File: src/binary_min_heap_queue_defines.svh
// Assertion macros for the heap queue. Each expands to one labelled
// concurrent assertion clocked on clk and held off during rst.
`ifndef BINARY_MIN_HEAP_QUEUE_DEFINES_SVH
`define BINARY_MIN_HEAP_QUEUE_DEFINES_SVH

// same-cycle implication
`define BMHQ_ASSERT_NOW(lbl, ante, cons, msg) \
  lbl: assert property (@(posedge clk) disable iff (rst) (ante) |-> (cons)) \
    else $error(msg);

// next-cycle implication
`define BMHQ_ASSERT_NEXT(lbl, ante, cons, msg) \
  lbl: assert property (@(posedge clk) disable iff (rst) (ante) |=> (cons)) \
    else $error(msg);

`endif

File: src/bmhq_pkg.sv
package bmhq_pkg;

  localparam int CAPACITY    = 64;
  localparam int ADDR_W      = $clog2(CAPACITY);
  localparam int CNT_W       = $clog2(CAPACITY + 1);
  localparam int KEY_W       = 32;
  localparam int COUNT_OUT_W = 7;
  localparam int OUT_DATA_W  = 72;
  localparam int OUT_USER_W  = 2;

  localparam logic signed [KEY_W-1:0] KEY_MAX = {1'b0, {(KEY_W-1){1'b1}}};

  localparam logic MODE_INSERT  = 1'b0;
  localparam logic MODE_EXTRACT = 1'b1;

  typedef enum logic [2:0] {
    ST_IDLE,
    ST_UP_CHK,
    ST_UP_CMP,
    ST_DN_LAST,
    ST_DN_RD,
    ST_DN_CMP,
    ST_FIN
  } state_t;

  // controller -> datapath
  typedef struct packed {
    logic flag_full;    // refused insert
    logic flag_empty;   // extract on empty heap
    logic ins_begin;    // hole at end, count up
    logic ext_begin;    // capture root, count down, read last entry
    logic load_last;    // moving key := last entry
    logic rd_parent;
    logic up_step;      // parent moves down into hole
    logic rd_children;
    logic down_step;    // smaller child moves up into hole
    logic wr_hold;      // moving key lands in hole
    logic out_load;
  } cmd_t;

  // datapath -> controller
  typedef struct packed {
    logic cnt_zero;
    logic cnt_full;
    logic pos_zero;
    logic up_less;
    logic down_move;
    logic out_free;
  } stat_t;

endpackage

File: src/bmhq_ctrl.sv
module bmhq_ctrl
  import bmhq_pkg::*;
(
  input  logic  clk,
  input  logic  rst,
  input  logic  s_tvalid,
  input  logic  in_mode,
  input  stat_t stat,
  output logic  s_tready,
  output cmd_t  cmd
);

  state_t state, state_next;

  always_ff @(posedge clk) begin
    if (rst) begin
      state <= ST_IDLE;
    end else begin
      state <= state_next;
    end
  end

  always_comb begin
    state_next = state;
    case (state)
      ST_IDLE: begin
        if (s_tvalid) begin
          if (in_mode == MODE_INSERT) begin
            state_next = stat.cnt_full ? ST_FIN : ST_UP_CHK;
          end else begin
            state_next = stat.cnt_zero ? ST_FIN : ST_DN_LAST;
          end
        end
      end
      ST_UP_CHK:  state_next = stat.pos_zero ? ST_FIN : ST_UP_CMP;
      ST_UP_CMP:  state_next = stat.up_less ? ST_UP_CHK : ST_FIN;
      ST_DN_LAST: state_next = stat.cnt_zero ? ST_FIN : ST_DN_RD;
      ST_DN_RD:   state_next = ST_DN_CMP;
      ST_DN_CMP:  state_next = stat.down_move ? ST_DN_RD : ST_FIN;
      ST_FIN:     state_next = stat.out_free ? ST_IDLE : ST_FIN;
      default:    state_next = ST_IDLE;
    endcase
  end

  always_comb begin
    cmd      = '0;
    s_tready = 1'b0;
    case (state)
      ST_IDLE: begin
        s_tready = 1'b1;
        if (s_tvalid) begin
          if (in_mode == MODE_INSERT) begin
            cmd.flag_full = stat.cnt_full;
            cmd.ins_begin = !stat.cnt_full;
          end else begin
            cmd.flag_empty = stat.cnt_zero;
            cmd.ext_begin  = !stat.cnt_zero;
          end
        end
      end
      ST_UP_CHK: begin
        cmd.wr_hold   = stat.pos_zero;
        cmd.rd_parent = !stat.pos_zero;
      end
      ST_UP_CMP: begin
        cmd.up_step = stat.up_less;
        cmd.wr_hold = !stat.up_less;
      end
      ST_DN_LAST: cmd.load_last   = !stat.cnt_zero;
      ST_DN_RD:   cmd.rd_children = 1'b1;
      ST_DN_CMP: begin
        cmd.down_step = stat.down_move;
        cmd.wr_hold   = !stat.down_move;
      end
      ST_FIN:  cmd.out_load = stat.out_free;
      default: cmd = '0;
    endcase
  end

endmodule

File: src/bmhq_datapath.sv
module bmhq_datapath
  import bmhq_pkg::*;
(
  input  logic                    clk,
  input  logic                    rst,
  input  cmd_t                    cmd,
  input  logic signed [KEY_W-1:0] in_key,
  input  logic                    m_tready,
  output stat_t                   stat,
  output logic                    m_tvalid,
  output logic [OUT_DATA_W-1:0]   m_tdata,
  output logic [OUT_USER_W-1:0]   m_tuser
);

  logic signed [KEY_W-1:0] heap_mem [CAPACITY];

  logic [CNT_W-1:0]        count;
  logic [ADDR_W-1:0]       pos;
  logic signed [KEY_W-1:0] hold;
  logic signed [KEY_W-1:0] root_key;
  logic signed [KEY_W-1:0] extracted;
  logic                    res_empty;
  logic                    res_full;
  logic signed [KEY_W-1:0] rd_a;
  logic signed [KEY_W-1:0] rd_b;

  logic [ADDR_W-1:0]       parent;
  logic [ADDR_W:0]         lc_full;
  logic [ADDR_W+1:0]       rc_full;
  logic                    lc_ok, rc_ok, l_win, r_win;
  logic signed [KEY_W-1:0] l_best;
  logic [ADDR_W-1:0]       best_addr;
  logic signed [KEY_W-1:0] best_val;
  logic [ADDR_W-1:0]       ra_addr, rb_addr, wr_addr;
  logic signed [KEY_W-1:0] wr_data;
  logic                    wr_en;
  logic [CNT_W-1:0]        count_dec;
  logic signed [KEY_W-1:0] cur_min;

  // tree links
  assign parent  = ADDR_W'((pos - ADDR_W'(1)) >> 1);
  assign lc_full = {pos, 1'b1};
  assign rc_full = {1'b0, pos, 1'b0} + (ADDR_W+2)'(2);
  assign lc_ok   = lc_full < count;
  assign rc_ok   = rc_full < (ADDR_W+2)'(count);

  // left wins only on strictly smaller; right must beat the running best
  assign l_win     = lc_ok && (rd_a < hold);
  assign l_best    = l_win ? rd_a : hold;
  assign r_win     = rc_ok && (rd_b < l_best);
  assign best_addr = r_win ? rc_full[ADDR_W-1:0] : lc_full[ADDR_W-1:0];
  assign best_val  = r_win ? rd_b : rd_a;

  assign count_dec = count - CNT_W'(1);

  always_comb begin
    ra_addr = lc_full[ADDR_W-1:0];
    if (cmd.ext_begin) begin
      ra_addr = count_dec[ADDR_W-1:0];
    end else if (cmd.rd_parent) begin
      ra_addr = parent;
    end
  end
  assign rb_addr = rc_full[ADDR_W-1:0];

  always_comb begin
    wr_en   = cmd.up_step | cmd.down_step | cmd.wr_hold;
    wr_addr = pos;
    wr_data = hold;
    if (cmd.up_step) begin
      wr_data = rd_a;
    end else if (cmd.down_step) begin
      wr_data = best_val;
    end
  end

  always_ff @(posedge clk) begin
    if (wr_en) begin
      heap_mem[wr_addr] <= wr_data;
    end
    rd_a <= heap_mem[ra_addr];
    rd_b <= heap_mem[rb_addr];
  end

  // shadow copy of the root, kept by watching writes to slot zero
  always_ff @(posedge clk) begin
    if (wr_en && (wr_addr == '0)) begin
      root_key <= wr_data;
    end
  end

  always_ff @(posedge clk) begin
    if (rst) begin
      count <= '0;
    end else if (cmd.ins_begin) begin
      count <= count + CNT_W'(1);
    end else if (cmd.ext_begin) begin
      count <= count_dec;
    end
  end

  always_ff @(posedge clk) begin
    if (cmd.ins_begin | cmd.ext_begin | cmd.flag_full | cmd.flag_empty) begin
      extracted <= cmd.ext_begin ? root_key : KEY_MAX;
      res_empty <= cmd.flag_empty;
      res_full  <= cmd.flag_full;
    end
    if (cmd.ins_begin) begin
      hold <= in_key;
      pos  <= count[ADDR_W-1:0];
    end else if (cmd.ext_begin) begin
      pos <= '0;
    end else if (cmd.load_last) begin
      hold <= rd_a;
    end else if (cmd.up_step) begin
      pos <= parent;
    end else if (cmd.down_step) begin
      pos <= best_addr;
    end
  end

  assign cur_min = (count == '0) ? KEY_MAX : root_key;

  always_ff @(posedge clk) begin
    if (rst) begin
      m_tvalid <= 1'b0;
    end else if (cmd.out_load) begin
      m_tvalid <= 1'b1;
    end else if (m_tready) begin
      m_tvalid <= 1'b0;
    end
  end

  always_ff @(posedge clk) begin
    if (cmd.out_load) begin
      m_tdata <= {1'b0, COUNT_OUT_W'(count), cur_min, extracted};
      m_tuser <= {res_full, res_empty};
    end
  end

  assign stat.cnt_zero  = (count == '0);
  assign stat.cnt_full  = (count >= CNT_W'(CAPACITY));
  assign stat.pos_zero  = (pos == '0);
  assign stat.up_less   = (hold < rd_a);
  assign stat.down_move = l_win | r_win;
  assign stat.out_free  = !m_tvalid | m_tready;

endmodule

File: src/binary_min_heap_queue.sv
// Binary min-heap priority queue of signed 32-bit keys, up to 64 entries.
// Each input transaction is an insert (tuser = 0) or an extract-min
// (tuser = 1) and produces exactly one output transaction carrying the
// removed key, the empty/full flags, the new minimum and the entry count.
// One request is in flight at a time. Each level of a sift reads a parent
// or a child pair from the heap RAM, then compares and writes back; an
// insert key moves at most 6 levels and an extract key at most 5. An
// extract that leaves entries fetches the last entry first and ends on a
// child compare. A refused insert or an empty extract goes straight to the
// output stage. The load of the output register waits while an earlier
// result is still held there by m_tready. A result waits in the output
// register while the next request is already being taken. Keys equal to
// their parent stay put; on the way down the left child wins a tie. No RAM
// clearing is done after reset: only values from slots below the count are
// ever used.
`include "binary_min_heap_queue_defines.svh"

module binary_min_heap_queue
  import bmhq_pkg::*;
(
  input  logic                  clk,
  input  logic                  rst,
  input  logic                  s_tvalid,
  output logic                  s_tready,
  input  logic [KEY_W-1:0]      s_tdata,   // [31:0] key_value
  input  logic                  s_tuser,   // [0] mode
  output logic                  m_tvalid,
  input  logic                  m_tready,
  output logic [OUT_DATA_W-1:0] m_tdata,   // [31:0] extracted_value, [63:32] current_min,
                                           // [70:64] entry_count, [71] zero
  output logic [OUT_USER_W-1:0] m_tuser    // [0] was_empty, [1] was_full
);

  cmd_t  cmd;
  stat_t stat;

  // sequencer: walks the sift up/down one level at a time, a read state then a compare state
  bmhq_ctrl u_ctrl (
    .clk      (clk),
    .rst      (rst),
    .s_tvalid (s_tvalid),
    .in_mode  (s_tuser),
    .stat     (stat),
    .s_tready (s_tready),
    .cmd      (cmd)
  );

  // heap RAM, count, moving key and output register
  bmhq_datapath u_dp (
    .clk      (clk),
    .rst      (rst),
    .cmd      (cmd),
    .in_key   ($signed(s_tdata)),
    .m_tready (m_tready),
    .stat     (stat),
    .m_tvalid (m_tvalid),
    .m_tdata  (m_tdata),
    .m_tuser  (m_tuser)
  );

  // one transaction in flight: ready drops right after an accept
  `BMHQ_ASSERT_NEXT(a_one_in_flight, s_tvalid && s_tready, !s_tready, "second request taken while busy")
  // count never passes capacity
  `BMHQ_ASSERT_NOW(a_count_cap, m_tvalid, m_tdata[70:64] <= COUNT_OUT_W'(CAPACITY), "entry count above capacity")
  // empty extract reports the largest key
  `BMHQ_ASSERT_NOW(a_empty_value, m_tvalid && m_tuser[0], m_tdata[31:0] == KEY_MAX, "empty extract value wrong")
  // an empty heap shows the largest key as minimum
  `BMHQ_ASSERT_NOW(a_empty_min, m_tvalid && (m_tdata[70:64] == '0), m_tdata[63:32] == KEY_MAX, "minimum of empty heap wrong")

endmodule
File: config.mk
export PLATFORM = sky130hd
export DESIGN_NAME = binary_min_heap_queue
export DESIGN_NICKNAME = d
export VERILOG_FILES = /design/src/bmhq_pkg.sv /design/src/bmhq_ctrl.sv /design/src/bmhq_datapath.sv /design/src/binary_min_heap_queue.sv
export VERILOG_INCLUDE_DIRS = /design/src /design/src/src
export SDC_FILE = /design/constraint.sdc
export NUM_CORES = 2
export LEC_CHECK = 0
export BUFFER_PORTS_ARGS = -buffer_cell sky130_fd_sc_hd__buf_4
export CELL_PAD_IN_SITES_DETAIL_PLACEMENT = 1
export CELL_PAD_IN_SITES_GLOBAL_PLACEMENT = 2
export CORE_MARGIN = 2
export CORE_UTILIZATION = 49
export CTS_CLUSTER_SIZE = 30
export DETAILED_ROUTE_END_ITERATION = 7
export GPL_ROUTABILITY_DRIVEN = 0
export PLACE_DENSITY_LB_ADDON = 0.08
export SETUP_SLACK_MARGIN = 0.1
export SLEW_MARGIN = 30
export SYNTH_ARGS = -nofsm -noshare
export SYNTH_HDL_FRONTEND = slang
export SYNTH_SLANG_ARGS = --single-unit
export TNS_END_PERCENT = 30
File: constraint.sdc
create_clock -name clk -period 18.2 [get_ports clk]
set_input_delay 5.46 -clock clk [delete_from_list [all_inputs] [get_ports clk]]
set_output_delay 5.46 -clock clk [all_outputs]
set_load 0.005 [all_outputs]
==> flow_summary_export.csv <==
group,metric,value,unit
outcome,outcome,"finished clean",
cts,ctsRootBufferMaster,"clkbuf_16",
power_and_ir_drop,combPwrFrac,48.4,%
yosys,synthTopCellsByCount,"edfxtp_1 (2225), nand2_1 (2038), nand3_1 (879), clkbuf_1 (419), mux4_2 (256)",
power_and_ir_drop,ir_worst_vdd,0.266,mV
global_routing,antenna_found_initial,15,
critical_path,worstPathRequired,19000,ps
sta,fin_crit,10560,ps
critical_path,start_kind,"input pin",
floorplan,rows,166,
routing,first_pass_iters,6,
routing,routed_wl,374,mm
floorplan,initial_utilization,49.3,%
critical_path,cp_slowest_cell,"buf_4",
finish,nets,7846,
finish,nFillCells,19900,
global_routing,grt_max_degree,191,
critical_path,worstPathCellList,"buf_4 -> nand2_1 -> inv_1 -> buf_4 -> o211ai_4 -> buf_4 -> or2_4 -> buf_4 -> and2_4 -> buf_4 -> buf_4 -> nand2_1 -> a311oi_1 -> a31oi_1 -> a22o_1 -> nor4_2",
cts,tritoncts,"yes",
finish,drive_above_1_share,13.9,%
power_and_ir_drop,p_leak,38.1,nW
power_and_ir_drop,netSwitchingFraction,45.6,%
critical_path,cp_common_cell,"buf_4",
routing,drtIter0Drc,9770,
yosys,synth.area.top_cells,"edfxtp_1 (66%), nand2_1 (7.6%), mux4_2 (5.7%)",
power_and_ir_drop,p_seq_share,30.7,%
yosys,ys_types,74,
yosys,yosysSeqAreaShare,67.7,%
yosys,synth.top_cell.area_share,66.3,%
floorplan,io_pins,113,
cts,clkTransAtPathRegs,60,ps
power_and_ir_drop,power.density,207,mW/mm^2
yosys,postSynthCellCount,7799,
cts,hold_buffers,0,
cts,postCtsSetupRepairBufs,0,
sta,worst_pin_slew,1230,ps
floorplan,die_area,0.209,sq mm
global_routing,grtUsageMet3,9.57,%
critical_path,crit_arrival,11360,ps
power_and_ir_drop,p_switching,10.7,mW
sta,slew_viol_final,0,
critical_path,r2r_cells,22,
finish,fin_util,55.1,%
sta,hold_viol_final,0,
power_and_ir_drop,p_int,12.7,mW
cts,h-tree-depth,4,
yosys,ys.flop_type,"edfxtp_1",
global_routing,use_met2,52.7,%
global_routing,grt.total_usage,35.3,%
sta,tns,0,ps
sta,fin_hold_ws,415,ps
power_and_ir_drop,p_clk_share,20.8,%
global_routing,grt_overflow_total,0,
worst_hold_path,hold_path_depth,0,
cts,numCtsBuffers,238,
worst_hold_path,hold_class,"flop to flop",
place,portBuffers,111,
critical_path,cp_top_family,"buffers and inverters",
cts,cts.sinks,2300,
global_routing,grt_pass1_vias,71400,
routing,num_vias,72000,
sta,clock.fmax,0.0947,GHz
yosys,synth.most_common_cell,"edfxtp_1",
yosys,synth_top_area_cell,"edfxtp_1",
sta,finClkSkew,29.4,ps
job,drv_cap,0,
floorplan,core,0.205,sq mm
global_routing,use_met1,49.9,%
critical_path,crit_buf_inv,7,
routing,route.detailed.drc,0,
floorplan,floorplan.die.height,458,um
cts,clock_latency,910,ps
sta,setup_viol,0,
routing,via_per_inst,6.77,
sta,max_slew_margin,18.3,%
finish,syn2layout_area_growth,11.9,%
critical_path,cp_slowest_stage_delay,800,ps
critical_path,crit_cells,16,
yosys,synth_edf_count,2225,
yosys,async_reset_ff_share,0,%
yosys,synth_area,0.101,sq mm
cts,post_cts_resized,0,
place,dp_hpwl,209,mm
finish,fin_cells,10600,
yosys,syn_avg_cell_area,12.9,sq um
sta,rsz0062_at_grt,"no",
routing,drt.antenna.violating_nets,0,
critical_path,critical_path_class,"input pin to flop",
critical_path,endpoint_kind,"flop",
yosys,syn-num-nets,7916,
yosys,ys_seq_elements,2300,
yosys,yosysWarnings,0,
cts,cts_buffer_depth,3,
routing,drt-wirelength-per-cell,35.2,um
floorplan,die_width,458,um
sta,finalCritPeriodShare,58.0,%
critical_path,crit_fanout,59,
global_routing,grt.busiest_layer,"met2",
global_routing,grt_pass1_wl,528,mm
place,dpl.cell_count,10200,
[kinds of logic (layout without fill, tap and decap cells)]
family	after synthesis	count (layout)	synth area share [%]
other cells	1	13	0.00372
buf+inv	665	802	2.66
fa+ha+maj	80	80	0.993
flops	2300	2300	67.7
mux	259	259	5.75
simple gates	3517	3517	15.5
xor+xnor	14	14	0.122
compound gates	963	963	7.24
[path summary, 6_finish.rpt]
kind | from | endpoint | slack, ps
setup / recovery | s_tvalid | u_dp.rd_a[24] | 7640
hold / removal | u_dp.extracted[6] | u_dp.m_tdata[6] | 420
setup reg to reg | u_dp.rd_a[31] | u_dp.heap_mem[49][15] | 9250
hold reg to reg | u_dp.extracted[6] | u_dp.m_tdata[6] | 420
[stage by stage]
stage / setup slack (ps) / area (sq um) / total power [mW]
after floorplan: 8840 / 101000 / 13.6
after global routing: 7500 / 113000 / 24.2
after detailed placement: 6840 / 105000 / 18.2
final: 7640 / 113000 / 23.4
after global placement: 7050 / 105000 / 18.0
after CTS: 7810 / 113000 / 23.1
[area by class of cell]
cell class              count  area [sq um]  share of cell area, %
diodes                     12          30.0                 0.0266
clock buffers             308          6400                   5.67
clock inverters           139          1280                   1.14
inverters                  51           198                  0.175
multi-input cells        4834         30600                   27.1
flip-flops and latches   2300         68300                   60.5
well taps                2688          3360                   2.98
repair buffers            304          2630                   2.33
[power groups by stage]
stage	Clock [mW]	Combinational, mW	Sequential (mW)
after floorplan	0	6.49	7.11
after global placement	0	10.8	7.27
after detailed placement	0	11.0	7.28
after CTS	4.92	11.0	7.17
after global routing	5.10	11.9	7.20
final	4.88	11.3	7.19
[worst register-to-register path, cell delays in order (launching register included)]
cell	delay [ps]
dfxtp_1	730
inv_1	190
ha_1	460
a21oi_1	180
o21ai_0	310
a2111o_1	520
o311a_1	390
o21ai_4	680
buf_4	500
nor2_1	100
a21oi_1	140
ha_1	310
and3_1	280
o2bb2ai_1	230
a2111o_1	460
or3_1	340
nor2_1	180
o221a_2	220
o21a_2	770
o21bai_4	380
buf_16	270
a221o_2	480
buf_4	330
[layout by cell type, fill, tap and decap left out, types with 67 or more instances in the layout]
master	count
nor2_1	69
o21ai_0	79
a21oi_1	67
nand4_1	72
edfxtp_1	2225
nand2_1	2036
clkbuf_16	240
nor2_4	71
ha_1	79
dfxtp_1	75
a311oi_1	192
and3_1	229
buf_4	277
a211oi_1	197
nand3_1	879
mux4_2	256
a31oi_1	202
[state kept, by name, summed over array words and instances (netlist names), 6 cells and up]
name / cells
u_dp.heap_mem: 2048
u_dp.m_tdata: 71
u_dp.extracted: 32
u_dp.hold: 32
u_dp.rd_a: 32
u_dp.rd_b: 32
u_dp.root_key: 32
u_dp.count: 7
u_dp.pos: 6
[routing by layer]
layer / routed length, um / up-vias
li1: - / 29400
met1: 151000 / 37800
met2: 166000 / 4014
met3: 43200 / 737
met4: 13700 / 6
met5: 205 / -
No activity file was read; power rests on OpenSTA's default activity.
